File: src/sv/prpm_pkg.sv
// Shared types, register codes and saturation helpers for the pulse rate power meter.
package prpm_pkg;

  localparam int SCALE_W     = 20;
  localparam int CFG_INDEX_W = 8;
  localparam int CFG_DATA_W  = 32;
  localparam int READ_W      = 36;
  localparam int ENERGY_W    = 48;

  localparam logic [CFG_INDEX_W-1:0] REG_POWER_SCALE   = CFG_INDEX_W'(0);
  localparam logic [CFG_INDEX_W-1:0] REG_ENERGY_SCALE  = CFG_INDEX_W'(1);
  localparam logic [CFG_INDEX_W-1:0] REG_VOLTAGE_SCALE = CFG_INDEX_W'(2);
  localparam logic [CFG_INDEX_W-1:0] REG_CURRENT_SCALE = CFG_INDEX_W'(3);

  // Q16 defaults: 1.30, 1.36, 0.125, 0.01
  localparam logic [SCALE_W-1:0] POWER_SCALE_RST   = SCALE_W'(85197);
  localparam logic [SCALE_W-1:0] ENERGY_SCALE_RST  = SCALE_W'(89129);
  localparam logic [SCALE_W-1:0] VOLTAGE_SCALE_RST = SCALE_W'(8192);
  localparam logic [SCALE_W-1:0] CURRENT_SCALE_RST = SCALE_W'(655);

  localparam logic [63:0] READ_MAX   = (64'd1 << READ_W) - 64'd1;
  localparam logic [63:0] ENERGY_MAX = (64'd1 << ENERGY_W) - 64'd1;

  typedef struct packed {
    logic window_end;
    logic level_edge;
    logic power_edge;
  } sample_t;

  typedef struct packed {
    logic count_saturated;
    logic select_level;
    logic reading_kind;
  } flags_t;

  typedef struct packed {
    logic [SCALE_W-1:0] power;
    logic [SCALE_W-1:0] energy;
    logic [SCALE_W-1:0] voltage;
    logic [SCALE_W-1:0] current;
  } scales_t;

  function automatic logic [READ_W-1:0] cap_read(input logic [63:0] v);
    return (v > READ_MAX) ? READ_MAX[READ_W-1:0] : v[READ_W-1:0];
  endfunction

  function automatic logic [ENERGY_W-1:0] cap_energy(input logic [63:0] v);
    return (v > ENERGY_MAX) ? ENERGY_MAX[ENERGY_W-1:0] : v[ENERGY_W-1:0];
  endfunction

endpackage

File: src/sv/prpm_counter.sv
// Input register, saturating pulse counters and the closed-window register.
module prpm_counter
  import prpm_pkg::*;
#(
  parameter int COUNT_BITS = 16
) (
  input  logic                  clk,
  input  logic                  rst,
  input  logic                  in_valid,
  output logic                  in_ready,
  input  sample_t               in_sample,
  output logic                  out_valid,
  input  logic                  out_ready,
  output logic [COUNT_BITS-1:0] out_power_cnt,
  output logic [COUNT_BITS-1:0] out_level_cnt,
  output flags_t                out_flags
);

  localparam logic [COUNT_BITS-1:0] CNT_MAX = {COUNT_BITS{1'b1}};
  localparam logic [COUNT_BITS-1:0] CNT_ONE = COUNT_BITS'(1);

  logic                  r_valid;
  sample_t               r_sample;
  logic [COUNT_BITS-1:0] power_pulses;
  logic [COUNT_BITS-1:0] level_pulses;
  logic                  saturated;
  logic                  select_mode;

  logic                  win_valid;
  logic [COUNT_BITS-1:0] win_power;
  logic [COUNT_BITS-1:0] win_level;
  flags_t                win_flags;

  logic                  win_free;
  logic                  r_take;
  logic                  close_win;
  logic                  p_full;
  logic                  l_full;
  logic [COUNT_BITS-1:0] power_next;
  logic [COUNT_BITS-1:0] level_next;
  logic                  sat_next;

  assign win_free  = !win_valid || out_ready;
  // samples that do not close a window never wait on the downstream side
  assign r_take    = r_valid && (!r_sample.window_end || win_free);
  assign close_win = r_take && r_sample.window_end;
  assign in_ready  = !r_valid || r_take;

  assign p_full     = (power_pulses == CNT_MAX);
  assign l_full     = (level_pulses == CNT_MAX);
  assign power_next = (r_sample.power_edge && !p_full) ? power_pulses + CNT_ONE : power_pulses;
  assign level_next = (r_sample.level_edge && !l_full) ? level_pulses + CNT_ONE : level_pulses;
  assign sat_next   = saturated || (r_sample.power_edge && p_full)
                    || (r_sample.level_edge && l_full);

  always_ff @(posedge clk) begin
    if (rst) begin
      r_valid <= 1'b0;
    end else if (in_ready) begin
      r_valid <= in_valid;
    end
    if (in_ready && in_valid) begin
      r_sample <= in_sample;
    end
  end

  always_ff @(posedge clk) begin
    if (rst) begin
      power_pulses <= '0;
      level_pulses <= '0;
      saturated    <= 1'b0;
      select_mode  <= 1'b0;
    end else if (r_take) begin
      if (r_sample.window_end) begin
        power_pulses <= '0;
        level_pulses <= '0;
        saturated    <= 1'b0;
        select_mode  <= !select_mode;
      end else begin
        power_pulses <= power_next;
        level_pulses <= level_next;
        saturated    <= sat_next;
      end
    end
  end

  always_ff @(posedge clk) begin
    if (rst) begin
      win_valid <= 1'b0;
    end else if (win_free) begin
      win_valid <= close_win;
    end
    if (win_free && close_win) begin
      win_power                 <= power_next;
      win_level                 <= level_next;
      win_flags.reading_kind    <= select_mode;
      win_flags.select_level    <= !select_mode;
      win_flags.count_saturated <= sat_next;
    end
  end

  assign out_valid     = win_valid;
  assign out_power_cnt = win_power;
  assign out_level_cnt = win_level;
  assign out_flags     = win_flags;

endmodule

File: src/sv/prpm_scale.sv
// Product stage: pulse counts times the configured Q16 scales.
module prpm_scale
  import prpm_pkg::*;
#(
  parameter int COUNT_BITS = 16
) (
  input  logic                          clk,
  input  logic                          rst,
  input  scales_t                       scales,
  input  logic                          in_valid,
  output logic                          in_ready,
  input  logic [COUNT_BITS-1:0]         in_power_cnt,
  input  logic [COUNT_BITS-1:0]         in_level_cnt,
  input  flags_t                        in_flags,
  output logic                          out_valid,
  input  logic                          out_ready,
  output logic [COUNT_BITS+SCALE_W-1:0] out_power_prod,
  output logic [COUNT_BITS+SCALE_W-1:0] out_energy_add,
  output logic [COUNT_BITS+SCALE_W-1:0] out_reading_prod,
  output flags_t                        out_flags
);

  localparam int PROD_W = COUNT_BITS + SCALE_W;

  logic               p_valid;
  logic [PROD_W-1:0]  power_prod;
  logic [PROD_W-1:0]  energy_add;
  logic [PROD_W-1:0]  reading_prod;
  flags_t             p_flags;
  logic [SCALE_W-1:0] level_scale;

  assign in_ready    = !p_valid || out_ready;
  assign level_scale = in_flags.reading_kind ? scales.current : scales.voltage;

  always_ff @(posedge clk) begin
    if (rst) begin
      p_valid <= 1'b0;
    end else if (in_ready) begin
      p_valid <= in_valid;
    end
    if (in_ready && in_valid) begin
      power_prod   <= PROD_W'(in_power_cnt) * PROD_W'(scales.power);
      energy_add   <= PROD_W'(in_power_cnt) * PROD_W'(scales.energy);
      reading_prod <= PROD_W'(in_level_cnt) * PROD_W'(level_scale);
      p_flags      <= in_flags;
    end
  end

  assign out_valid        = p_valid;
  assign out_power_prod   = power_prod;
  assign out_energy_add   = energy_add;
  assign out_reading_prod = reading_prod;
  assign out_flags        = p_flags;

endmodule

File: src/sv/prpm_energy.sv
// Energy accumulator with saturation, output capping and the result register.
module prpm_energy
  import prpm_pkg::*;
#(
  parameter int COUNT_BITS  = 16,
  parameter int ENERGY_BITS = 48
) (
  input  logic                          clk,
  input  logic                          rst,
  input  logic                          in_valid,
  output logic                          in_ready,
  input  logic [COUNT_BITS+SCALE_W-1:0] in_power_prod,
  input  logic [COUNT_BITS+SCALE_W-1:0] in_energy_add,
  input  logic [COUNT_BITS+SCALE_W-1:0] in_reading_prod,
  input  flags_t                        in_flags,
  output logic                          out_valid,
  input  logic                          out_ready,
  output logic [READ_W-1:0]             out_power,
  output logic [ENERGY_W-1:0]           out_energy,
  output logic [READ_W-1:0]             out_reading,
  output flags_t                        out_flags
);

  localparam int PROD_W = COUNT_BITS + SCALE_W;
  localparam int SUM_W  = ((ENERGY_BITS > PROD_W) ? ENERGY_BITS : PROD_W) + 1;
  localparam logic [SUM_W-1:0] EN_MAX = SUM_W'({ENERGY_BITS{1'b1}});

  logic                   o_valid;
  logic [READ_W-1:0]      o_power;
  logic [ENERGY_W-1:0]    o_energy;
  logic [READ_W-1:0]      o_reading;
  flags_t                 o_flags;
  logic [ENERGY_BITS-1:0] energy_total;
  logic [ENERGY_BITS-1:0] energy_total_next;
  logic [SUM_W-1:0]       sum;

  assign in_ready = !o_valid || out_ready;

  assign sum               = SUM_W'(energy_total) + SUM_W'(in_energy_add);
  assign energy_total_next = (sum > EN_MAX) ? EN_MAX[ENERGY_BITS-1:0] : sum[ENERGY_BITS-1:0];

  always_ff @(posedge clk) begin
    if (rst) begin
      o_valid      <= 1'b0;
      energy_total <= '0;
    end else if (in_ready) begin
      o_valid <= in_valid;
      if (in_valid) begin
        energy_total <= energy_total_next;
      end
    end
    if (in_ready && in_valid) begin
      o_power   <= cap_read(64'(in_power_prod));
      o_energy  <= cap_energy(64'(energy_total_next));
      o_reading <= cap_read(64'(in_reading_prod));
      o_flags   <= in_flags;
    end
  end

  assign out_valid   = o_valid;
  assign out_power   = o_power;
  assign out_energy  = o_energy;
  assign out_reading = o_reading;
  assign out_flags   = o_flags;

endmodule

File: src/sv/pulse_rate_power_meter_core.sv
// Top level of the pulse rate power meter: scale registers and the readout pipeline.
//
// One input transfer per clock carries the edge flags of the power pulse line
// (s_tdata[0]) and the voltage/current pulse line (s_tdata[1]); s_tlast marks the
// sample that closes the window. Edges in that sample still count.
// Each closing sample yields one result transfer: power, energy and the voltage or
// current reading in Q16, with kind, new select level and saturation in m_tuser.
// Throughput is one sample per cycle while s_tready is high. A result reaches m_tvalid
// from the closing sample through the input, window, product and output registers.
// When m_tready is low, samples that do not close a window keep flowing; closing
// samples queue in the window, product and output registers, and s_tready drops
// once all three hold results and a further closing sample waits in the input register.
// The scale registers are written through cfg_*; cfg_ready is always high and
// writes to an unknown index are dropped. Scales should only change while idle.
// Reset clears counters, energy total and select mode, and restores default scales.
module pulse_rate_power_meter_core
  import prpm_pkg::*;
#(
  parameter int COUNT_BITS  = 16,
  parameter int ENERGY_BITS = 48
) (
  input  logic                   clk,
  input  logic                   rst,
  input  logic                   s_tvalid,
  output logic                   s_tready,
  input  logic [7:0]             s_tdata,    // [0] power_edge, [1] level_edge, rest zero
  input  logic                   s_tlast,    // window_end
  output logic                   m_tvalid,
  input  logic                   m_tready,
  output logic [119:0]           m_tdata,    // [35:0] power_q16, [83:36] energy_q16,
                                             // [119:84] reading_q16
  output logic [2:0]             m_tuser,    // [0] reading_kind, [1] select_level,
                                             // [2] count_saturated
  input  logic                   cfg_valid,
  output logic                   cfg_ready,
  input  logic [CFG_INDEX_W-1:0] cfg_index,
  input  logic [CFG_DATA_W-1:0]  cfg_data
);

  localparam int PROD_W = COUNT_BITS + SCALE_W;

  scales_t               scales;
  sample_t               sample;

  logic                  win_valid;
  logic                  win_ready;
  logic [COUNT_BITS-1:0] win_power_cnt;
  logic [COUNT_BITS-1:0] win_level_cnt;
  flags_t                win_flags;

  logic                  prod_valid;
  logic                  prod_ready;
  logic [PROD_W-1:0]     power_prod;
  logic [PROD_W-1:0]     energy_add;
  logic [PROD_W-1:0]     reading_prod;
  flags_t                prod_flags;

  logic [READ_W-1:0]     power_q16;
  logic [ENERGY_W-1:0]   energy_q16;
  logic [READ_W-1:0]     reading_q16;
  flags_t                res_flags;

  assign cfg_ready = 1'b1;

  always_ff @(posedge clk) begin
    if (rst) begin
      scales.power   <= POWER_SCALE_RST;
      scales.energy  <= ENERGY_SCALE_RST;
      scales.voltage <= VOLTAGE_SCALE_RST;
      scales.current <= CURRENT_SCALE_RST;
    end else if (cfg_valid && cfg_ready) begin
      case (cfg_index)
        REG_POWER_SCALE:   scales.power   <= cfg_data[SCALE_W-1:0];
        REG_ENERGY_SCALE:  scales.energy  <= cfg_data[SCALE_W-1:0];
        REG_VOLTAGE_SCALE: scales.voltage <= cfg_data[SCALE_W-1:0];
        REG_CURRENT_SCALE: scales.current <= cfg_data[SCALE_W-1:0];
        default: ;
      endcase
    end
  end

  assign sample.power_edge = s_tdata[0];
  assign sample.level_edge = s_tdata[1];
  assign sample.window_end = s_tlast;

  prpm_counter #(
    .COUNT_BITS(COUNT_BITS)
  ) u_counter (
    .clk          (clk),
    .rst          (rst),
    .in_valid     (s_tvalid),
    .in_ready     (s_tready),
    .in_sample    (sample),
    .out_valid    (win_valid),
    .out_ready    (win_ready),
    .out_power_cnt(win_power_cnt),
    .out_level_cnt(win_level_cnt),
    .out_flags    (win_flags)
  );

  prpm_scale #(
    .COUNT_BITS(COUNT_BITS)
  ) u_scale (
    .clk             (clk),
    .rst             (rst),
    .scales          (scales),
    .in_valid        (win_valid),
    .in_ready        (win_ready),
    .in_power_cnt    (win_power_cnt),
    .in_level_cnt    (win_level_cnt),
    .in_flags        (win_flags),
    .out_valid       (prod_valid),
    .out_ready       (prod_ready),
    .out_power_prod  (power_prod),
    .out_energy_add  (energy_add),
    .out_reading_prod(reading_prod),
    .out_flags       (prod_flags)
  );

  prpm_energy #(
    .COUNT_BITS (COUNT_BITS),
    .ENERGY_BITS(ENERGY_BITS)
  ) u_energy (
    .clk            (clk),
    .rst            (rst),
    .in_valid       (prod_valid),
    .in_ready       (prod_ready),
    .in_power_prod  (power_prod),
    .in_energy_add  (energy_add),
    .in_reading_prod(reading_prod),
    .in_flags       (prod_flags),
    .out_valid      (m_tvalid),
    .out_ready      (m_tready),
    .out_power      (power_q16),
    .out_energy     (energy_q16),
    .out_reading    (reading_q16),
    .out_flags      (res_flags)
  );

  assign m_tdata = {reading_q16, energy_q16, power_q16};
  assign m_tuser = {res_flags.count_saturated, res_flags.select_level, res_flags.reading_kind};

endmodule
File: config.mk
export PLATFORM = sky130hd
export DESIGN_NAME = pulse_rate_power_meter_core
export DESIGN_NICKNAME = d
export VERILOG_FILES = /design/src/sv/prpm_pkg.sv /design/src/sv/prpm_counter.sv /design/src/sv/prpm_scale.sv /design/src/sv/prpm_energy.sv /design/src/sv/pulse_rate_power_meter_core.sv
export SDC_FILE = /design/constraint.sdc
export NUM_CORES = 2
export LEC_CHECK = 0
export BUFFER_PORTS_ARGS = -buffer_cell sky130_fd_sc_hd__buf_4
export CAP_MARGIN = 25
export CORE_ASPECT_RATIO = 1.25
export CORE_MARGIN = 2
export CORE_UTILIZATION = 40
export CTS_CLUSTER_DIAMETER = 30
export DETAILED_ROUTE_END_ITERATION = 8
export GPL_ROUTABILITY_DRIVEN = 0
export GPL_TIMING_DRIVEN = 1
export PLACE_DENSITY = 0.56
export SLEW_MARGIN = 10
export SYNTH_ARGS = -nofsm -noshare
export SYNTH_HDL_FRONTEND = slang
export SYNTH_HIERARCHICAL = 1
export SYNTH_SLANG_ARGS = --single-unit
export TNS_END_PERCENT = 100
File: constraint.sdc
create_clock -name clk -period 11.2 [get_ports clk]
set_input_delay 1.12 -clock clk [delete_from_list [all_inputs] [get_ports clk]]
set_output_delay 1.12 -clock clk [all_outputs]
set_load 0.01 [all_outputs]
# == Word level (Yosys, flattened, before mapping) ==
# Cells that the tools add are included.
# totals
register_bits,438
latchBits,0
mem_bits_rw,0
mem_bits_ro,0
in_bits,54
out_inout_bits,126
word_cells,84
n_memories,0
# op_classes
n_addsub,3
mul,3
div_mod_pow,0
n_lt_le_gt_ge,1
n_eq_ne,5
shifts,0
n_mux,7
n_bitwise,0
reduce_logical,32
# op_table
op,n
$mul A16 B20 Y36,3
$mux W16,4
$add A48 B36 Y49,1
$gt A49 B48 Y1 const B,1
$mux W48,1
$add A16 B1 Y16 const B,2
$eq A16 B16 Y1 const B,2
$mux W20,1
$eq A8 B2 Y1 const B,2
$reduce_and A2 Y1,6
$logic_and A1 B1 Y1,10
$eq A8 B1 Y1 const B,1
$logic_not A1 Y1,8
$logic_not A8 Y1,1
$logic_or A1 B1 Y1,7
$mux W1,1

# == Depth between registers and ports, before layout ==
# logic_depth
ltp_word,8
ltp_mapped,26
mapped_depth_nobuf,24

# == By module ==
# Netlist, hierarchy kept.
# modules_own_cells
mod,n_inst,cells_each,area_each_um2,seq_area_each_um2
prpm_scale,1,3713,34570.7,3353.2
prpm_energy,1,743,8257.9,4674.5
prpm_counter,1,334,3507.1,1861.8
pulse_rate_power_meter_core,1,303,3188.1,1601.5

# == Worst setup path after synthesis ==
# No wires, ideal clock.
# synth_path
path_kind,flip-flop to flip-flop
startpoint,register u_counter/out_flags[0] (netlist name)
endpoint,"register u_scale.reading_prod[32], in the netlist u_scale/out_reading_prod[32] (data pin)"
setup_time_ps,262
arrival_ps,6669
required_ps,10938
slack_ps,4269
stages_incl_launch_ff,26
path_buffers,3
period_less_slack_ps,6931
path_cell_list,edfxtp_1 > clkbuf_1 > clkbuf_1 > mux2_2 > clkbuf_1 > nand2_1 > fa_1 > fa_1 > inv_1 > fa_1 > inv_1 > fa_1 > inv_1 > fa_1 > inv_1 > fa_1 > inv_1 > ha_1 > a21o_1 > a21oi_1 > nor2b_1 > a311oi_2 > o21ai_1 > a41oi_2 > mux2i_1 > nand3_1
# synth_between
elab_chain_len,2
# synth_rtl
item,line_no,source
$mux W20,prpm_scale.sv:33,assign level_scale = in_flags.reading_kind ? scales.current : scales.voltage;
$mul A16 B20 Y36,prpm_scale.sv:44,reading_prod <= PROD_W'(in_level_cnt) * PROD_W'(level_scale);
"end signal, assigned",prpm_scale.sv:44,
"end, declared",prpm_scale.sv:28,logic [PROD_W-1:0] reading_prod;
# Every way passes these cells.
# A chain may end at the register's enable or synchronous reset.

# == Final worst setup path ==
# layout_path
startpoint,register u_counter/out_flags[0] (netlist name)
endpoint,"register u_scale.reading_prod[35], in the netlist u_scale/out_reading_prod[35] (data pin)"
# layout_between
elab_chain_len,2
# layout_rtl
item,line_no
$mux W20,prpm_scale.sv:33
$mul A16 B20 Y36,prpm_scale.sv:44
# Every way passes these cells.

==> results.toml <==
[detailed_routing]
wl_um = 121000
wl_per_cell_um = 17.8
drc = 0
first_iter_violations = 1760
ant_nets = 0
num_vias = 35100
vias_per_cell = 5.14
dr.pass1.iters = 5

[global_routing]
grt_overflow = 0
antenna_found_initial = 1
grtUsageTotal_pct = 19.8
grt_pass1_vias = 37700
grt_max_degree = 91
grt_pass1_wl_um = 200000

[placed_design]
io_buffers = 160
detailed_place_hpwl_um = 89700

[synth]
synth.cell_area_um2 = 49500
ys_types = 98
synth_fp_nets = 6260
synthFlopType = "edfxtp_1"
avgSynthCellArea_um2 = 9.72
syn_inst = 5093
ys_ff_latch = 438
synth.area.top_cells = "fa_1, edfxtp_1, ha_1"
synth_top_area_cell = "fa_1"
synthArstFlopShare_pct = 0
synth_top_area_share_pct = 30.4
seq_area_frac_synth_pct = 23.2
synth_edf_count = 272
yosysWarnings = 6

[sta]
skew_ns = 0.0544
rsz0062_at_grt = "no"
setup-tns-final_ns = 0
relSlewSlack_pct = 35.9
setup_viol = 0
hold_viol = 0
slew_viol_final = 0
period_share_pct = 67.0
worstMarginPinSlew_ns = 0.961
clock.fmax_mhz = 133
fin_crit_ns = 7.51

[clock_tree]
htree_levels = 3
post-cts-setup-buffers = 0
cts.root.buffer_cell = "clkbuf_16"
cts_tree = "done"
clock_path_buffers = 3
cts-resized-gates = 0
path_clk_slew_ns = 0.05
cts_made_buffers = 93
hold_buffers = 0
clock_latency_ns = 0.70
cts_sinks = 438

[power]
ir_drop_mv = 0.119
power.switching_uw = 1660
switching_share_pct = 29.3
seqPwrFrac_pct = 32.1
powerDensity_nw_per_um2 = 103
clockPowerShare_pct = 47.4
p_int_uw = 4010
power_uw = 5660
combPwrFrac_pct = 20.6
p_leak_uw = 0.0257

[setup_path]
arrival_ns = 7.92
end_kind = "flip-flop"
required_ns = 11.62
startpoint_type = "flip-flop"
worst-path-max-fanout = 21
crit_type = "flip-flop to flip-flop"

[job]
max_cap_violations = 0

[floorplan]
die-height_um = 397
die_x_um = 319
core-area_um2 = 123000
rows = 144
dieArea_um2 = 127000
pin_count = 180
start_util_pct = 40.2

[status]
outcome = "finished clean"

[layout]
syn_to_final_growth_pct = 11.5
final_net_count = 6313
fin_util_pct = 44.9
antenna_cells = 0
drive_gt1_share_pct = 8.02

[min_path]
hold_path_class = "flip-flop to flip-flop"
## placed cells by master (no fill, tap or decap), types with 23 or more instances in the layout
master / n
clkbuf_16: 96
a21o_1: 73
nand3_1: 41
nand4_1: 34
nor3_1: 62
or2_1: 24
edfxtp_1: 272
and2_1: 437
fa_1: 751
inv_1: 895
dfxtp_1: 166
mux2i_1: 85
and3_1: 38
ha_1: 362
buf_4: 200
o21ai_0: 68
xor2_1: 54
nand2b_1: 92
a31oi_1: 29
a211oi_1: 23
o21ai_1: 25
nand2_1: 662
nor2_1: 147
xnor2_1: 102
a21oi_1: 154
## through the flow
| step | worst slack (ns) | cells | hold slack, ns | instance area, um^2 |
|---|---|---|---|---|
| 2_1_floorplan | 4.27 | 5093 | 0.400 | 49500 |
| 3_3_place_gp | 3.64 | 6656 | 0.402 | 52100 |
| 3_5_place_dp | 3.66 | 6657 | 0.405 | 52100 |
| 4_1_cts | 3.64 | 6833 | 0.414 | 55200 |
| 5_1_grt | 3.24 | 6833 | 0.415 | 55200 |
| 6_report | 3.69 | 6833 | 0.411 | 55200 |
## kinds of logic (layout without fill, tap and decap cells)
logic type,count (synthesis),in the layout,share of synthesized area (%)
mux,108,108,2.24
buf+inv,1139,1273,8.80
simple gates,1622,1622,16.4
xor+xnor,156,156,2.76
compound gates,516,516,7.03
other cells,1,1,0.00757
flops,438,438,23.2
fa+ha+maj,1113,1113,39.5
## power groups by stage
stage          Clock (uW)  Sequential [uW]  Combinational, uW
2_1_floorplan           0             1840                882
3_3_place_gp            0             1850               1160
3_5_place_dp            0             1850               1170
4_1_cts              2760             1820               1180
5_1_grt              2830             1820               1340
6_report             2680             1820               1160
## worst paths after layout
check,start,to,slack [ns],cells past startpoint
worst max-delay path,u_counter/out_flags[0],u_scale/out_reading_prod[35],3.69,24
worst min-delay path,u_scale/out_power_prod[10],u_energy/out_power[10],0.41,0
worst max register to register,u_counter/out_flags[0],u_scale/out_reading_prod[35],3.69,24
worst min register to register,u_scale/out_power_prod[10],u_energy/out_power[10],0.41,0
## critical path: stages (launching register included)
cell and delay (ns):
edfxtp_1 0.31, buf_4 0.32, mux2_2 0.57, and2_1 0.25
fa_1 0.53, inv_1 0.05, fa_1 0.47, inv_1 0.05
fa_1 0.50, inv_1 0.05, fa_1 0.53, inv_1 0.05
fa_1 0.47, inv_1 0.05, fa_1 0.47, inv_1 0.04
ha_1 0.35, and3_1 0.22, nand2_1 0.07, o21ai_1 0.34
a21oi_1 0.23, o21ai_1 0.66, a31oi_1 0.36, nor2_1 0.17
a211oi_1 0.05
## cell usage after synthesis, types with 23 or more instances
library cell and count:
and2_1 438, a21oi_1 154, nand2_1 662, edfxtp_1 272, or2_1 24, o21ai_0 68
a31oi_1 29, fa_1 751, xnor2_1 102, o21ai_1 26, mux2i_1 85, nand4_1 34
clkbuf_1 204, dfxtp_1 166, inv_1 896, a21o_1 73, buf_2 27, a211oi_1 23
xor2_1 54, nand2b_1 92, ha_1 362, nor3_1 62, and3_1 38, nand3_1 41
nor2_1 147
## layer usage
metal  vias to the layer above  global-route usage, %  share of wire [%]
met2                       745                   35.8                 52
met1                     18000                   24.3                 42
met5                         -                      0                  0
li1                      16200                      -                  -
met3                       194                   2.33                3.8
met4                         0                   7.06                2.9
## flip-flops by register name, summed over array words and instances, names as in the netlist, 36 cells and up
| name | cells |
|---|---|
| u_scale/out_power_prod | 36 |
| u_energy/out_power | 36 |
| u_scale/out_energy_add | 36 |
| u_energy/energy_total | 48 |
| u_scale/out_reading_prod | 36 |
| u_energy/out_reading | 36 |
| scales | 80 |
| u_energy/out_energy | 48 |
## cell type report
type / instances / area [um^2]
repair buffers: 201 / 1520
multi-input cells: 3516 / 33700
clock inverters: 56 / 573
clock buffers: 120 / 2550
fillers: 11900 / 67900
inverters: 896 / 3370
well taps: 1606 / 2010
flip-flops and latches: 438 / 11500
No activity file was read; power rests on OpenSTA's default activity.
